**src/rtl/core/sgsi_pkg.sv**
```systemverilog
// ----------------------------------------------------------------------------
// sgsi_pkg
// Shared types, codes and helpers of the structured grid simplex indexer.
// ----------------------------------------------------------------------------
`default_nettype none

package sgsi_pkg;

   localparam int unsigned MAX_DIVISIONS = 1024;
   localparam int unsigned DIV_W         = 11;
   localparam int unsigned CORNER_W      = 31;
   localparam int unsigned QUEUE_DEPTH   = 4;
   localparam int unsigned QUEUE_PTR_W   = $clog2(QUEUE_DEPTH);

   // register indexes on the csr port
   localparam logic [2:0] REG_DIMENSION   = 3'd0;
   localparam logic [2:0] REG_DIVISIONS_X = 3'd1;
   localparam logic [2:0] REG_DIVISIONS_Y = 3'd2;
   localparam logic [2:0] REG_DIVISIONS_Z = 3'd3;
   localparam logic [2:0] REG_DIAMOND     = 3'd4;

   // dimension codes
   localparam logic [1:0] DIM_ONE   = 2'd1;
   localparam logic [1:0] DIM_TWO   = 2'd2;
   localparam logic [1:0] DIM_THREE = 2'd3;

   // status codes
   localparam logic [1:0] ST_OK      = 2'd0;
   localparam logic [1:0] ST_RANGE   = 2'd1;
   localparam logic [1:0] ST_DIAMOND = 2'd2;

   // vertex counts
   localparam logic [2:0] VC_NONE = 3'd0;
   localparam logic [2:0] VC_SEG  = 3'd2;
   localparam logic [2:0] VC_TRI  = 3'd3;
   localparam logic [2:0] VC_TET  = 3'd4;

   typedef enum logic [2:0] {
      MODE_ERR,
      MODE_SEG,
      MODE_TRI,
      MODE_FAN,
      MODE_TET
   } mode_type;

   typedef struct packed {
      logic [1:0]       dimension;
      logic [DIV_W-1:0] divisions_x;
      logic [DIV_W-1:0] divisions_y;
      logic [DIV_W-1:0] divisions_z;
      logic             diamond;
   } cfg_type;

   // one classified cell: base corners, the back end derives the rest
   typedef struct packed {
      logic [1:0]          status;
      mode_type            mode;
      logic [CORNER_W-1:0] a;
      logic [CORNER_W-1:0] c;
      logic [CORNER_W-1:0] e;
      logic [CORNER_W-1:0] g;
      logic [CORNER_W-1:0] ctr;
   } desc_type;

   function automatic logic [DIV_W-1:0] sat_div(input logic [DIV_W-1:0] v);
      logic [DIV_W-1:0] r;
      r = v;
      if (v > DIV_W'(MAX_DIVISIONS)) begin
         r = DIV_W'(MAX_DIVISIONS);
      end
      return r;
   endfunction

   // index of the final simplex of a cell
   function automatic logic [2:0] last_step(input mode_type mode);
      logic [2:0] r;
      unique case (mode)
         MODE_TRI: begin
            r = 3'd1;
         end
         MODE_FAN: begin
            r = 3'd3;
         end
         MODE_TET: begin
            r = 3'd5;
         end
         default: begin
            r = 3'd0;
         end
      endcase
      return r;
   endfunction

endpackage

`default_nettype wire

```
**src/rtl/core/sgsi_front.sv**
```systemverilog
// ----------------------------------------------------------------------------
// sgsi_front
// Accepts cells, checks them against the grid and computes base vertex indices.
// ----------------------------------------------------------------------------
`default_nettype none

module sgsi_front (
   input  wire logic              clock,
   input  wire logic              reset,
   input  wire sgsi_pkg::cfg_type cfg,
   input  wire logic              in_push,
   output logic                   in_full,
   input  wire logic [10:0]       cell_x,
   input  wire logic [9:0]        cell_y,
   input  wire logic [9:0]        cell_z,
   output logic                   q_push,
   output sgsi_pkg::desc_type     q_data,
   input  wire logic              q_full
);
   import sgsi_pkg::*;

   logic stall;
   logic take;

   // stage 1: classification
   logic [DIV_W-1:0] m, n, p;
   logic [DIV_W:0]   cells;
   logic [1:0]       st_in;
   mode_type         md_in;
   logic             s1_valid_ff;
   logic [10:0]      s1_i_ff;
   logic [9:0]       s1_j_ff, s1_k_ff;
   logic [DIV_W-1:0] s1_row_ff, s1_m_ff, s1_np1_ff;
   logic [1:0]       s1_st_ff;
   mode_type         s1_md_ff;

   // stage 2: first products
   logic             s2_valid_ff;
   logic [10:0]      s2_i_ff;
   logic [9:0]       s2_k_ff;
   logic [20:0]      s2_jr_ff, s2_layer_ff, s2_jm_ff;
   logic [DIV_W-1:0] s2_row_ff;
   logic [1:0]       s2_st_ff;
   mode_type         s2_md_ff;

   // stage 3: depth product and partial sums
   logic               s3_valid_ff;
   logic [CORNER_W-1:0] s3_kl_ff;
   logic [21:0]        s3_aa_ff, s3_cc_ff;
   logic [20:0]        s3_layer_ff;
   logic [DIV_W-1:0]   s3_row_ff;
   logic [1:0]         s3_st_ff;
   mode_type           s3_md_ff;

   // stage 4: descriptor
   logic     s4_valid_ff;
   desc_type s4_desc_ff;
   logic [CORNER_W-1:0] base;

   assign stall   = s4_valid_ff && q_full;
   assign in_full = stall;
   assign take    = in_push && !stall;
   assign q_push  = s4_valid_ff && !q_full;
   assign q_data  = s4_desc_ff;

   assign m = sat_div(cfg.divisions_x);
   assign n = sat_div(cfg.divisions_y);
   assign p = sat_div(cfg.divisions_z);

   always_comb begin
      st_in = ST_OK;
      md_in = MODE_ERR;
      cells = {1'b0, m};
      if (cfg.diamond && (m != '0)) begin
         cells = {m, 1'b0} - (DIV_W+1)'(1);
      end else if (cfg.diamond) begin
         cells = '0;
      end
      unique case (cfg.dimension)
         DIM_ONE: begin
            if ({1'b0, cell_x} >= cells) begin
               st_in = ST_RANGE;
            end else begin
               md_in = MODE_SEG;
            end
         end
         DIM_TWO: begin
            if (cell_x >= m || {1'b0, cell_y} >= n) begin
               st_in = ST_RANGE;
            end else begin
               md_in = cfg.diamond ? MODE_FAN : MODE_TRI;
            end
         end
         DIM_THREE: begin
            if (cfg.diamond) begin
               st_in = ST_DIAMOND;
            end else if (cell_x >= m || {1'b0, cell_y} >= n || {1'b0, cell_z} >= p) begin
               st_in = ST_RANGE;
            end else begin
               md_in = MODE_TET;
            end
         end
         default: begin
            st_in = ST_RANGE;
         end
      endcase
   end

   assign base = s3_kl_ff + CORNER_W'(s3_aa_ff);

   always_ff @(posedge clock) begin
      if (reset) begin
         s1_valid_ff <= 1'b0;
         s2_valid_ff <= 1'b0;
         s3_valid_ff <= 1'b0;
         s4_valid_ff <= 1'b0;
      end else if (!stall) begin
         s1_valid_ff <= in_push;
         s2_valid_ff <= s1_valid_ff;
         s3_valid_ff <= s2_valid_ff;
         s4_valid_ff <= s3_valid_ff;
      end
   end

   always_ff @(posedge clock) begin
      if (take) begin
         s1_i_ff   <= cell_x;
         s1_j_ff   <= (md_in == MODE_TRI || md_in == MODE_FAN || md_in == MODE_TET)
                      ? cell_y : '0;
         s1_k_ff   <= (md_in == MODE_TET) ? cell_z : '0;
         s1_row_ff <= m + DIV_W'(1);
         s1_m_ff   <= m;
         s1_np1_ff <= n + DIV_W'(1);
         s1_st_ff  <= st_in;
         s1_md_ff  <= md_in;
      end
      if (!stall) begin
         s2_i_ff     <= s1_i_ff;
         s2_k_ff     <= s1_k_ff;
         s2_jr_ff    <= 21'(s1_j_ff) * 21'(s1_row_ff);
         s2_layer_ff <= 21'(s1_row_ff) * 21'(s1_np1_ff);
         s2_jm_ff    <= 21'(s1_j_ff) * 21'(s1_m_ff);
         s2_row_ff   <= s1_row_ff;
         s2_st_ff    <= s1_st_ff;
         s2_md_ff    <= s1_md_ff;

         s3_kl_ff    <= CORNER_W'(s2_k_ff) * CORNER_W'(s2_layer_ff);
         s3_aa_ff    <= 22'(s2_jr_ff) + 22'(s2_i_ff);
         s3_cc_ff    <= 22'(s2_layer_ff) + 22'(s2_jm_ff) + 22'(s2_i_ff);
         s3_layer_ff <= s2_layer_ff;
         s3_row_ff   <= s2_row_ff;
         s3_st_ff    <= s2_st_ff;
         s3_md_ff    <= s2_md_ff;

         s4_desc_ff.status <= s3_st_ff;
         s4_desc_ff.mode   <= s3_md_ff;
         s4_desc_ff.a      <= base;
         s4_desc_ff.c      <= base + CORNER_W'(s3_row_ff);
         s4_desc_ff.e      <= base + CORNER_W'(s3_layer_ff);
         s4_desc_ff.g      <= base + CORNER_W'(s3_layer_ff) + CORNER_W'(s3_row_ff);
         s4_desc_ff.ctr    <= CORNER_W'(s3_cc_ff);
      end
   end

endmodule

`default_nettype wire

```
**src/rtl/core/sgsi_queue.sv**
```systemverilog
// ----------------------------------------------------------------------------
// sgsi_queue
// Short queue of classified cells between the front and back ends.
// ----------------------------------------------------------------------------
`default_nettype none

module sgsi_queue (
   input  wire logic               clock,
   input  wire logic               reset,
   input  wire logic               push,
   input  wire sgsi_pkg::desc_type push_data,
   output logic                    full,
   input  wire logic               pop,
   output sgsi_pkg::desc_type      pop_data,
   output logic                    empty
);
   import sgsi_pkg::*;

   desc_type               mem [QUEUE_DEPTH];
   logic [QUEUE_PTR_W-1:0] wr_ptr_ff, rd_ptr_ff;
   logic [QUEUE_PTR_W:0]   count_ff;
   logic                   do_push, do_pop;

   assign full     = (count_ff == (QUEUE_PTR_W+1)'(QUEUE_DEPTH));
   assign empty    = (count_ff == '0);
   assign do_push  = push && !full;
   assign do_pop   = pop && !empty;
   assign pop_data = mem[rd_ptr_ff];

   always_ff @(posedge clock) begin
      if (reset) begin
         wr_ptr_ff <= '0;
         rd_ptr_ff <= '0;
         count_ff  <= '0;
      end else begin
         if (do_push) begin
            wr_ptr_ff <= wr_ptr_ff + QUEUE_PTR_W'(1);
         end
         if (do_pop) begin
            rd_ptr_ff <= rd_ptr_ff + QUEUE_PTR_W'(1);
         end
         if (do_push && !do_pop) begin
            count_ff <= count_ff + (QUEUE_PTR_W+1)'(1);
         end else if (do_pop && !do_push) begin
            count_ff <= count_ff - (QUEUE_PTR_W+1)'(1);
         end
      end
   end

   always_ff @(posedge clock) begin
      if (do_push) begin
         mem[wr_ptr_ff] <= push_data;
      end
   end

endmodule

`default_nettype wire

```
**src/rtl/core/sgsi_back.sv**
```systemverilog
// ----------------------------------------------------------------------------
// sgsi_back
// Walks a cell's simplices into the result register, one per cycle while drained.
// ----------------------------------------------------------------------------
`default_nettype none

module sgsi_back (
   input  wire logic               clock,
   input  wire logic               reset,
   input  wire sgsi_pkg::desc_type q_data,
   input  wire logic               q_empty,
   output logic                    q_pop,
   output logic                    rsp_empty,
   input  wire logic               rsp_pop,
   output logic [1:0]              rsp_status,
   output logic [2:0]              rsp_vertex_count,
   output logic [30:0]             rsp_corner_zero,
   output logic [30:0]             rsp_corner_one,
   output logic [30:0]             rsp_corner_two,
   output logic [30:0]             rsp_corner_three,
   output logic                    rsp_last
);
   import sgsi_pkg::*;

   desc_type cur_ff;
   logic     busy_ff;
   logic [2:0] step_ff;
   logic     out_valid_ff;
   logic     adv, fire, done;

   logic [CORNER_W-1:0] a, b, c, d, e, f, g, h, ctr;
   logic [CORNER_W-1:0] v0, v1, v2, v3;
   logic [2:0]          vc;
   logic                lst;

   assign adv   = !out_valid_ff || rsp_pop;
   assign fire  = busy_ff && adv;
   assign lst   = (step_ff == last_step(cur_ff.mode));
   assign done  = fire && lst;
   assign q_pop = (!busy_ff || done) && !q_empty;

   assign rsp_empty = !out_valid_ff;

   assign a   = cur_ff.a;
   assign b   = cur_ff.a + CORNER_W'(1);
   assign c   = cur_ff.c;
   assign d   = cur_ff.c + CORNER_W'(1);
   assign e   = cur_ff.e;
   assign f   = cur_ff.e + CORNER_W'(1);
   assign g   = cur_ff.g;
   assign h   = cur_ff.g + CORNER_W'(1);
   assign ctr = cur_ff.ctr;

   always_comb begin
      v0 = '0;
      v1 = '0;
      v2 = '0;
      v3 = '0;
      vc = VC_NONE;
      unique case (cur_ff.mode)
         MODE_SEG: begin
            vc = VC_SEG;
            v0 = a;
            v1 = b;
         end
         MODE_TRI: begin
            vc = VC_TRI;
            if (step_ff == 3'd0) begin
               v0 = a; v1 = b; v2 = c;
            end else begin
               v0 = b; v1 = d; v2 = c;
            end
         end
         MODE_FAN: begin
            vc = VC_TRI;
            v2 = ctr;
            unique case (step_ff)
               3'd1: begin
                  v0 = b; v1 = d;
               end
               3'd2: begin
                  v0 = d; v1 = c;
               end
               3'd3: begin
                  v0 = c; v1 = a;
               end
               default: begin
                  v0 = a; v1 = b;
               end
            endcase
         end
         MODE_TET: begin
            vc = VC_TET;
            v0 = a;
            v3 = h;
            unique case (step_ff)
               3'd1: begin
                  v1 = d; v2 = b;
               end
               3'd2: begin
                  v1 = f; v2 = e;
               end
               3'd3: begin
                  v1 = e; v2 = g;
               end
               3'd4: begin
                  v1 = g; v2 = c;
               end
               3'd5: begin
                  v1 = c; v2 = d;
               end
               default: begin
                  v1 = b; v2 = f;
               end
            endcase
         end
         default: begin
            vc = VC_NONE;
         end
      endcase
   end

   always_ff @(posedge clock) begin
      if (reset) begin
         busy_ff      <= 1'b0;
         step_ff      <= '0;
         out_valid_ff <= 1'b0;
      end else begin
         if (adv) begin
            out_valid_ff <= busy_ff;
         end
         if (q_pop) begin
            busy_ff <= 1'b1;
            step_ff <= '0;
         end else if (done) begin
            busy_ff <= 1'b0;
         end else if (fire) begin
            step_ff <= step_ff + 3'd1;
         end
      end
   end

   always_ff @(posedge clock) begin
      if (q_pop) begin
         cur_ff <= q_data;
      end
      if (fire) begin
         rsp_status       <= cur_ff.status;
         rsp_vertex_count <= vc;
         rsp_corner_zero  <= v0;
         rsp_corner_one   <= v1;
         rsp_corner_two   <= v2;
         rsp_corner_three <= v3;
         rsp_last         <= lst;
      end
   end

endmodule

`default_nettype wire

```
**src/rtl/core/structured_grid_simplex_indexer_top.sv**
```systemverilog
// ----------------------------------------------------------------------------
// structured_grid_simplex_indexer_top
// Each transaction on the req_ side names one cell of a structured grid of
// dimension 1, 2 or 3; the rsp_ side returns the vertex indices of the
// simplices that tile it, one simplex per transaction, with rsp_last on the
// final one. 1-D gives one segment, 2-D two triangles (four around a centre
// vertex in diamond mode), 3-D the six Kuhn tetrahedra. A cell out of range
// or a 3-D diamond request returns a single error transaction with zero
// vertices. The result port passes one per cycle while drained and is the
// throughput limit. A cell crosses the front stages, the queue and the cell
// register before its first result. The user writes configuration through
// csr_ only while no cell is in flight; the block does not enforce it.
// ----------------------------------------------------------------------------
`default_nettype none

module structured_grid_simplex_indexer_top (
   input  wire logic        clock,
   input  wire logic        reset,
   // configuration writes
   input  wire logic        csr_wr_en,
   input  wire logic [2:0]  csr_index,
   input  wire logic [10:0] csr_data,
   // cell requests
   input  wire logic        push,
   output logic             full,
   input  wire logic [10:0] req_cell_x,
   input  wire logic [9:0]  req_cell_y,
   input  wire logic [9:0]  req_cell_z,
   // simplex results
   output logic             empty,
   input  wire logic        pop,
   output logic [1:0]       rsp_status,
   output logic [2:0]       rsp_vertex_count,
   output logic [30:0]      rsp_corner_zero,
   output logic [30:0]      rsp_corner_one,
   output logic [30:0]      rsp_corner_two,
   output logic [30:0]      rsp_corner_three,
   output logic             rsp_last
);
   import sgsi_pkg::*;

   // configuration registers
   logic [1:0]       dimension_ff;
   logic [DIV_W-1:0] divisions_x_ff, divisions_y_ff, divisions_z_ff;
   logic             diamond_ff;
   cfg_type          cfg;

   // front to back queue
   logic     q_push, q_full, q_pop, q_empty;
   desc_type q_in, q_out;

   always_ff @(posedge clock) begin
      if (reset) begin
         dimension_ff   <= DIM_TWO;
         divisions_x_ff <= DIV_W'(1);
         divisions_y_ff <= DIV_W'(1);
         divisions_z_ff <= DIV_W'(1);
         diamond_ff     <= 1'b0;
      end else if (csr_wr_en) begin
         unique case (csr_index)
            REG_DIMENSION: begin
               dimension_ff <= csr_data[1:0];
            end
            REG_DIVISIONS_X: begin
               divisions_x_ff <= csr_data;
            end
            REG_DIVISIONS_Y: begin
               divisions_y_ff <= csr_data;
            end
            REG_DIVISIONS_Z: begin
               divisions_z_ff <= csr_data;
            end
            REG_DIAMOND: begin
               diamond_ff <= csr_data[0];
            end
            default: begin
               // writes beyond the register list are dropped
            end
         endcase
      end
   end

   assign cfg = '{dimension:   dimension_ff,
                  divisions_x: divisions_x_ff,
                  divisions_y: divisions_y_ff,
                  divisions_z: divisions_z_ff,
                  diamond:     diamond_ff};

   // front end: range checks, classification and base index arithmetic
   sgsi_front u_front (
      .clock   (clock),
      .reset   (reset),
      .cfg     (cfg),
      .in_push (push),
      .in_full (full),
      .cell_x  (req_cell_x),
      .cell_y  (req_cell_y),
      .cell_z  (req_cell_z),
      .q_push  (q_push),
      .q_data  (q_in),
      .q_full  (q_full)
   );

   // decouples the pipeline from the simplex walker
   sgsi_queue u_queue (
      .clock     (clock),
      .reset     (reset),
      .push      (q_push),
      .push_data (q_in),
      .full      (q_full),
      .pop       (q_pop),
      .pop_data  (q_out),
      .empty     (q_empty)
   );

   // back end: one simplex per cycle into the result register while it is drained
   sgsi_back u_back (
      .clock            (clock),
      .reset            (reset),
      .q_data           (q_out),
      .q_empty          (q_empty),
      .q_pop            (q_pop),
      .rsp_empty        (empty),
      .rsp_pop          (pop),
      .rsp_status       (rsp_status),
      .rsp_vertex_count (rsp_vertex_count),
      .rsp_corner_zero  (rsp_corner_zero),
      .rsp_corner_one   (rsp_corner_one),
      .rsp_corner_two   (rsp_corner_two),
      .rsp_corner_three (rsp_corner_three),
      .rsp_last         (rsp_last)
   );

   // an error transaction carries no vertices and closes its cell
   assert property (@(posedge clock) disable iff (reset)
      (!empty && rsp_status != ST_OK) |-> (rsp_vertex_count == VC_NONE && rsp_last))
      else $error("error transaction with vertices or without last");

   // a good transaction always carries vertices
   assert property (@(posedge clock) disable iff (reset)
      (!empty && rsp_status == ST_OK) |-> (rsp_vertex_count != VC_NONE))
      else $error("good transaction without vertices");

   // a segment is always the only simplex of its cell
   assert property (@(posedge clock) disable iff (reset)
      (!empty && rsp_vertex_count == VC_SEG) |-> rsp_last)
      else $error("segment not marked last");

   // the queue is never written while full
   assert property (@(posedge clock) disable iff (reset)
      q_push |-> !q_full)
      else $error("queue overrun");

endmodule

`default_nettype wire
```
**config.mk**
```make
export PLATFORM = sky130hd
export DESIGN_NAME = structured_grid_simplex_indexer_top
export DESIGN_NICKNAME = d
export VERILOG_FILES = /design/src/rtl/core/sgsi_pkg.sv /design/src/rtl/core/sgsi_front.sv /design/src/rtl/core/sgsi_queue.sv /design/src/rtl/core/sgsi_back.sv /design/src/rtl/core/structured_grid_simplex_indexer_top.sv
export SDC_FILE = /design/constraint.sdc
export NUM_CORES = 2
export LEC_CHECK = 0
export BUFFER_PORTS_ARGS = -buffer_cell sky130_fd_sc_hd__buf_4
export CAP_MARGIN = 5
export CORE_MARGIN = 4
export CORE_UTILIZATION = 35
export DETAILED_ROUTE_END_ITERATION = 16
export MAX_ROUTING_LAYER = met4
export PLACE_DENSITY = 0.62
export SYNTH_ARGS = -nofsm -noshare
export SYNTH_HDL_FRONTEND = slang
export SYNTH_SLANG_ARGS = --single-unit
```
**constraint.sdc**
```tcl
create_clock -name clock -period 24.6 [get_ports clock]
set_clock_uncertainty 0.2 [all_clocks]
set_input_delay 2.46 -clock clock [delete_from_list [all_inputs] [get_ports clock]]
set_output_delay 2.46 -clock clock [all_outputs]
set_load 0.01 [all_outputs]
```
# Yosys cells after proc, flatten, opt, wreduce, memory -nomap -nowiden
# Memory sizes are Yosys's and may differ from the RTL's. A register that Yosys moved wholly into a read port is not among the register bits.
# Index checks and enable logic that the tools add are counted.
[word_totals] register_bits=645 mem_bits_rw=604 input_bits=50 out_inout_bits=132 elab_cells=178 n_memories=1
[classes] addsub=19 multipliers=4 order_cmp=7 n_eq_ne=21 muxes=33 bitwise_logic=1 reduce_logical=39
[memory_table] name="u_queue.mem" words=4 word_bits=151 read_ports=1 rd_ports_with_merged_regs=1 write_ports=1 line_no="sgsi_queue.sv:19" source="desc_type mem [QUEUE_DEPTH];"
[op_table] op="31-bit one-hot mux with 3 select lines" count=4
[op_table] op="31-bit one-hot mux with 5 select lines" count=2
[op_table] op="31-bit by 1-bit adder with 31-bit output (second input constant)" count=4
[op_table] op="31-bit one-hot mux with 4 select lines" count=1
[op_table] op="31-bit by 11-bit adder with 31-bit output" count=2
[op_table] op="31-bit 2-to-1 mux" count=2
[op_table] op="11-bit 2-to-1 mux" count=4
[op_table] op="10-bit by 11-bit multiplier with 21-bit output" count=2
[op_table] op="11-bit > comparator (second input constant)" count=3
[op_table] op="31-bit by 21-bit adder with 31-bit output" count=1
[op_table] op="31-bit by 22-bit adder with 31-bit output" count=1
[op_table] op="10-bit by 21-bit multiplier with 31-bit output" count=1
[op_table] op="3-bit one-hot mux with 3 select lines" count=3
[op_table] op="3-bit by 2-bit == test with 1-bit output (second input constant)" count=8
[op_table] op="11-bit by 1-bit adder with 11-bit output (second input constant)" count=2
[op_table] op="21-bit by 11-bit adder with 22-bit output" count=1
[op_table] op="21-bit by 21-bit adder with 22-bit output" count=1
[op_table] op="22-bit by 11-bit adder with 22-bit output" count=1
[op_table] op="10-bit by 11-bit greater-or-equal comparator with 1-bit output" count=2
[op_table] op="11-bit by 11-bit multiplier with 21-bit output" count=1
[op_table] op="3-bit == test (second input constant)" count=6
[op_table] op="3-bit 2-to-1 mux" count=5
[op_table] op="11-bit by 12-bit greater-or-equal comparator with 1-bit output" count=1
[op_table] op="12-bit 2-to-1 mux" count=1
[op_table] op="21 further kinds" count=65

# Logic depth before layout (Yosys ltp)
[logic_depth] depth_word=11 ltp_mapped=24 ltp_nobuf=24

# By module
# A second synthesis with hierarchy kept.
[hier_totals] hier_cells=6301 hier_area_um2=80928.9
[by_module_without_submodules] module="sgsi_front" n_inst=1 cells_per_inst=3601 area_each_um2=38441.9 seq_area_each_um2=13052.5
[by_module_without_submodules] module="sgsi_queue" n_inst=1 cells_per_inst=884 area_each_um2=23521.3 seq_area_each_um2=19398.6
[by_module_without_submodules] module="sgsi_back" n_inst=1 cells_per_inst=1682 area_each_um2=17495.5 seq_area_each_um2=8808.4
[by_module_without_submodules] module="structured_grid_simplex_indexer_top" n_inst=1 cells_per_inst=134 area_each_um2=1470.2 seq_area_each_um2=720.7

# Least setup slack after synthesis
# No wires, ideal clock.
[synth_timing] path_kind="input port to flip-flop" start="input pop" end="register u_back.step_ff[0]" setup_ps=353 t_arrival_ps=9557 t_required_ps=24047 setup_slack_ps=14489 stages=5 path_buffers=0 cell_sequence="nor2_1 -> nor2b_1 -> nand2_1 -> xnor2_1 -> nor3_1"
[synth_via] elab_chain_len=6 word_cells_on_any_way=8
[synth_lines] item="from (decl)" line_no="structured_grid_simplex_indexer_top.sv:31" source="input wire logic pop,"
[synth_lines] item="1-bit logical OR (*)" line_no="sgsi_back.sv:36" source="assign adv = !out_valid_ff || rsp_pop;"
[synth_lines] item="1-bit logical AND (*)" line_no="sgsi_back.sv:37" source="assign fire = busy_ff && adv;"
[synth_lines] item="named net u_back.fire" line_no="sgsi_back.sv:29" source="logic adv, fire, done;"
[synth_lines] item="1-bit logical AND" line_no="sgsi_back.sv:39" source="assign done = fire && lst;"
[synth_lines] item="1-bit logical OR" line_no="sgsi_back.sv:40" source="assign q_pop = (!busy_ff || done) && !q_empty;"
[synth_lines] item="1-bit logical AND" line_no="sgsi_back.sv:40"
[synth_lines] item="2-bit OR reduction (no source line)"
[synth_lines] item="to (signal assigned)" line_no="sgsi_back.sv:138" source="step_ff <= step_ff + 3'd1;"
[synth_lines] item="to (decl)" line_no="sgsi_back.sv:27" source="logic [2:0] step_ff;"
# The timed path passes the listed nets; every way through them passes the cells marked *.
# A chain may end at the register's enable or synchronous reset.

# Worst setup path in the final report
[layout_timing] start="register u_front.s2_k_ff[1]" end="register u_front.s3_kl_ff[30], data pin"
[layout_via] elab_chain_len=1
[layout_lines] item="from (decl)" line_no="sgsi_front.sv:40" source="logic [9:0] s2_k_ff;"
[layout_lines] item="from (signal assigned)" line_no="sgsi_front.sv:139" source="s2_k_ff <= s1_k_ff;"
[layout_lines] item="10-bit by 21-bit multiplier with 31-bit output" line_no="sgsi_front.sv:147" source="s3_kl_ff <= CORNER_W'(s2_k_ff) * CORNER_W'(s2_layer_ff);"
[layout_lines] item="to (signal assigned)" line_no="sgsi_front.sv:147"
[layout_lines] item="to (decl)" line_no="sgsi_front.sv:48" source="logic [CORNER_W-1:0] s3_kl_ff;"
# Every way passes these cells.

==> impl_metrics.json <==
{
  "status": "complete, no violations",
  "syn_nets": 7077,
  "grt_use_met3": 0.0227,
  "drc": 0,
  "cp.arrival_ns": 7.08,
  "nets": 7139,
  "max_cap_violations": 0,
  "grt_antenna_before_repair": 11,
  "power_density_mw_per_mm2": 149,
  "syn_area_per_cell_sq_um": 12.5,
  "slowest_stage": "edfxtp_1",
  "crit_top_cell": "fa_1",
  "row_count": 173,
  "globalRouteTotalUtil": 0.179,
  "grt_pass1_vias": 49400,
  "path_clk_slew_ns": 0.06,
  "yosysMostFrequentCell": "edfxtp_1",
  "synth_common_cells": "edfxtp_1 (1317), nand2_1 (630), inv_1 (526)",
  "ys_warn_count": 0,
  "synth_edf_count": 1317,
  "ys_seq_area_frac": 0.519,
  "async_flop_share": 0,
  "die_h_um": 481,
  "setup.worst_path.class": "register to register",
  "slew_viol_final": 0,
  "postCtsSetupBuffers": 0,
  "stdcell_count": 9390,
  "holdBufCountCts": 0,
  "final-setup-viol-count": 0,
  "critPathMaxFanout": 21,
  "drt_iter0_drc": 4453,
  "p_leak_nw": 33.0,
  "gp_congestion": 0.920,
  "worstSetupStartpointType": "register",
  "port_buffers": 181,
  "setup_tns_ns": 0,
  "cts_tree": "built",
  "finalCritPeriodShare": 0.271,
  "grt_max_degree": 124,
  "viasPerCell": 5.22,
  "met1_usage": 0.250,
  "clock_sinks": 1369,
  "timing.final.crit_period_ns": 6.67,
  "synth_top_area_cell": "edfxtp_1",
  "clkLatencyLatePin_ns": 0.79,
  "ant_nets": 0,
  "drive_gt1_frac": 0.103,
  "grtUsageMet2": 0.275,
  "ys_top_cells_by_area": "edfxtp_1 (51%), fa_1 (9.9%), ha_1 (6.4%), mux4_2 (4.3%), nand2_1 (3.0%)",
  "dp_cells": 9131,
  "grt_pass1_wl_um": 310000,
  "fillers": 20800,
  "htreeDepth": 4,
  "dp_hpwl_um": 148000,
  "root_buffer": "clkbuf_16",
  "io_pins": 182,
  "rrSetupSlack_ns": 17.93,
  "multi_input_area_sq_mm": 0.0345,
  "cts.repair.resized": 0,
  "synth_area_sq_mm": 0.0782,
  "design.die.area_sq_mm": 0.231,
  "synth_top_area_frac": 0.505,
  "initial_core_util": 0.352,
  "path_cells": "nand2_1 -> fa_1 -> inv_1 -> fa_1 -> fa_1 -> fa_1 -> inv_1 -> fa_1 -> inv_1 -> ha_1 -> a21o_1 -> a21oi_1 -> o21bai_1 -> a21o_1 -> a21o_1 -> a21o_1 -> a21oi_1 -> o21ai_0 -> or3_1 -> a2111o_1 -> nand3_1",
  "worstMarginPinSlew_ns": 1.25,
  "num_vias": 49000,
  "area.growth.synth_to_final_pct": 11.6,
  "routed_wire_length_per_instance_um": 21.5,
  "slew_headroom": 0.163,
  "area.sequential_sq_mm": 0.0406,
  "yosys_register_bits": 1369,
  "peakVddDrop_uv": 128,
  "synthesis.instances": 6238,
  "hp-class": "register to register",
  "cp-end-kind": "register",
  "cts_buffers": 142,
  "max_freq_mhz": 150,
  "yosysUniqueCellTypes": 98,
  "routed_wl_um": 202000,
  "grt_remaining_overflow": 0,
  "cp_slowest_stage_delay_ns": 0.80,
  "die_w_um": 481,
  "synth-main-ff-cell": "edfxtp_1",
  "finalHoldViolCount": 0,
  "grt_setup_unrepaired": "false",
  "clockBufferDepth": 3,
  "fp.coreArea_sq_mm": 0.222,
  "worstPathRequired_ns": 25.00,
  "top_usage_layer": "met2",
  "detail_route.first_pass.iterations": 10
}
==> worst max-delay path: cells and delay by family, from the launching register on <==
| kind | cells | cell delay (ns) |
|---|---|---|
| flip-flops | 1 | 0.80 |
| buffers and inverters | 3 | 0.14 |
| adder cells (fa/ha/maj) | 6 | 2.87 |
| AO/OA/AOI/OAI | 9 | 1.85 |
| AND/OR/NAND/NOR | 3 | 0.63 |
==> routing by layer <==
metal  vias to the layer above  routed length, um
li1                      22600                  -
met5                         -                  0
met1                     24500              93200
met4                         0               5730
met2                      1631              92500
met3                       277              10800
==> sequential cells by signal, indices dropped and copies added, names as in the netlist, 31 cells and up <==
name / flops
u_back.c: 31
u_back.g: 31
u_back.rsp_corner_three: 31
u_front.s3_kl_ff: 31
u_back.e: 31
u_front.q_data: 151
u_back.rsp_corner_zero: 31
u_back.rsp_corner_two: 31
u_queue.mem: 604
u_back.rsp_corner_one: 31
u_back.a: 31
==> cell type report <==
cell class / instances / area share
Multi-Input combinational cell: 4012 / 0.395
Clock inverter: 81 / 0.0110
Inverter: 528 / 0.0228
Clock buffer: 172 / 0.0420
Sequential cell: 1369 / 0.465
Antenna cell: 6 / 0.000172
Timing Repair Buffer: 247 / 0.0215
Tap cell: 2975 / 0.0426
==> where the power goes <==
group	total, W	switching (W)	leakage, nW	internal (W)
registers	0.00435	0.000650	13.2	0.00370
logic	0.00650	0.00390	17.6	0.00260
clock network	0.00213	0.000927	2.22	0.00120
total	0.0130	0.00548	33.0	0.00750
==> kinds of logic after synthesis <==
family,share of synthesized area
multiplexers,0.0484
AND/OR/NAND/NOR,0.101
adder cells (fa/ha/maj),0.163
AO/OA/AOI/OAI,0.0883
buffers and inverters,0.0413
XOR/XNOR,0.0389
flip-flops,0.519
==> path summary, 6_finish.rpt <==
check	startpoint	depth (start not counted)	endpoint
worst max-delay path	u_front.s2_k_ff[1]	21	u_front.s3_kl_ff[30]
worst min-delay path	u_front.s3_cc_ff[19]	0	u_front.q_data[19]
worst max register to register	u_front.s2_k_ff[1]	21	u_front.s3_kl_ff[30]
worst min register to register	u_front.s3_cc_ff[19]	0	u_front.q_data[19]
==> per-stage QoR <==
stage	util	setup WS, ns	power [W]	cell area, sq um	hold slack, ns
floorplan	-	14.49	0.00884	78200	0.200
CTS	0.393	17.90	0.0130	87300	0.173
global route	0.393	17.47	0.0139	87300	0.184
global placement	0.372	18.00	0.0107	82700	0.201
finish	0.393	17.93	0.0130	87300	0.195
detailed placement	0.372	17.94	0.0108	82700	0.206
==> layout by cell type, fill, tap and decap left out, types with 32 or more instances in the layout <==
cell and n:
nor2b_1 39, and3_1 45, a221oi_1 39, and2_1 272, a22oi_1 41, nand4_1 35, nand2b_1 36, buf_4 245
nand3_1 116, a21oi_1 277, xor2_1 119, xnor2_1 227, nand2_1 628, ha_1 401, o21a_1 32, o21ai_0 237
a222oi_1 47, a21o_1 68, nor3_1 68, fa_1 387, clkbuf_16 142, o211ai_1 33, mux2i_1 35, nor2_1 292
mux4_2 151, inv_1 525, edfxtp_1 1317, dfxtp_1 50
(Power assumes the default switching activity.)
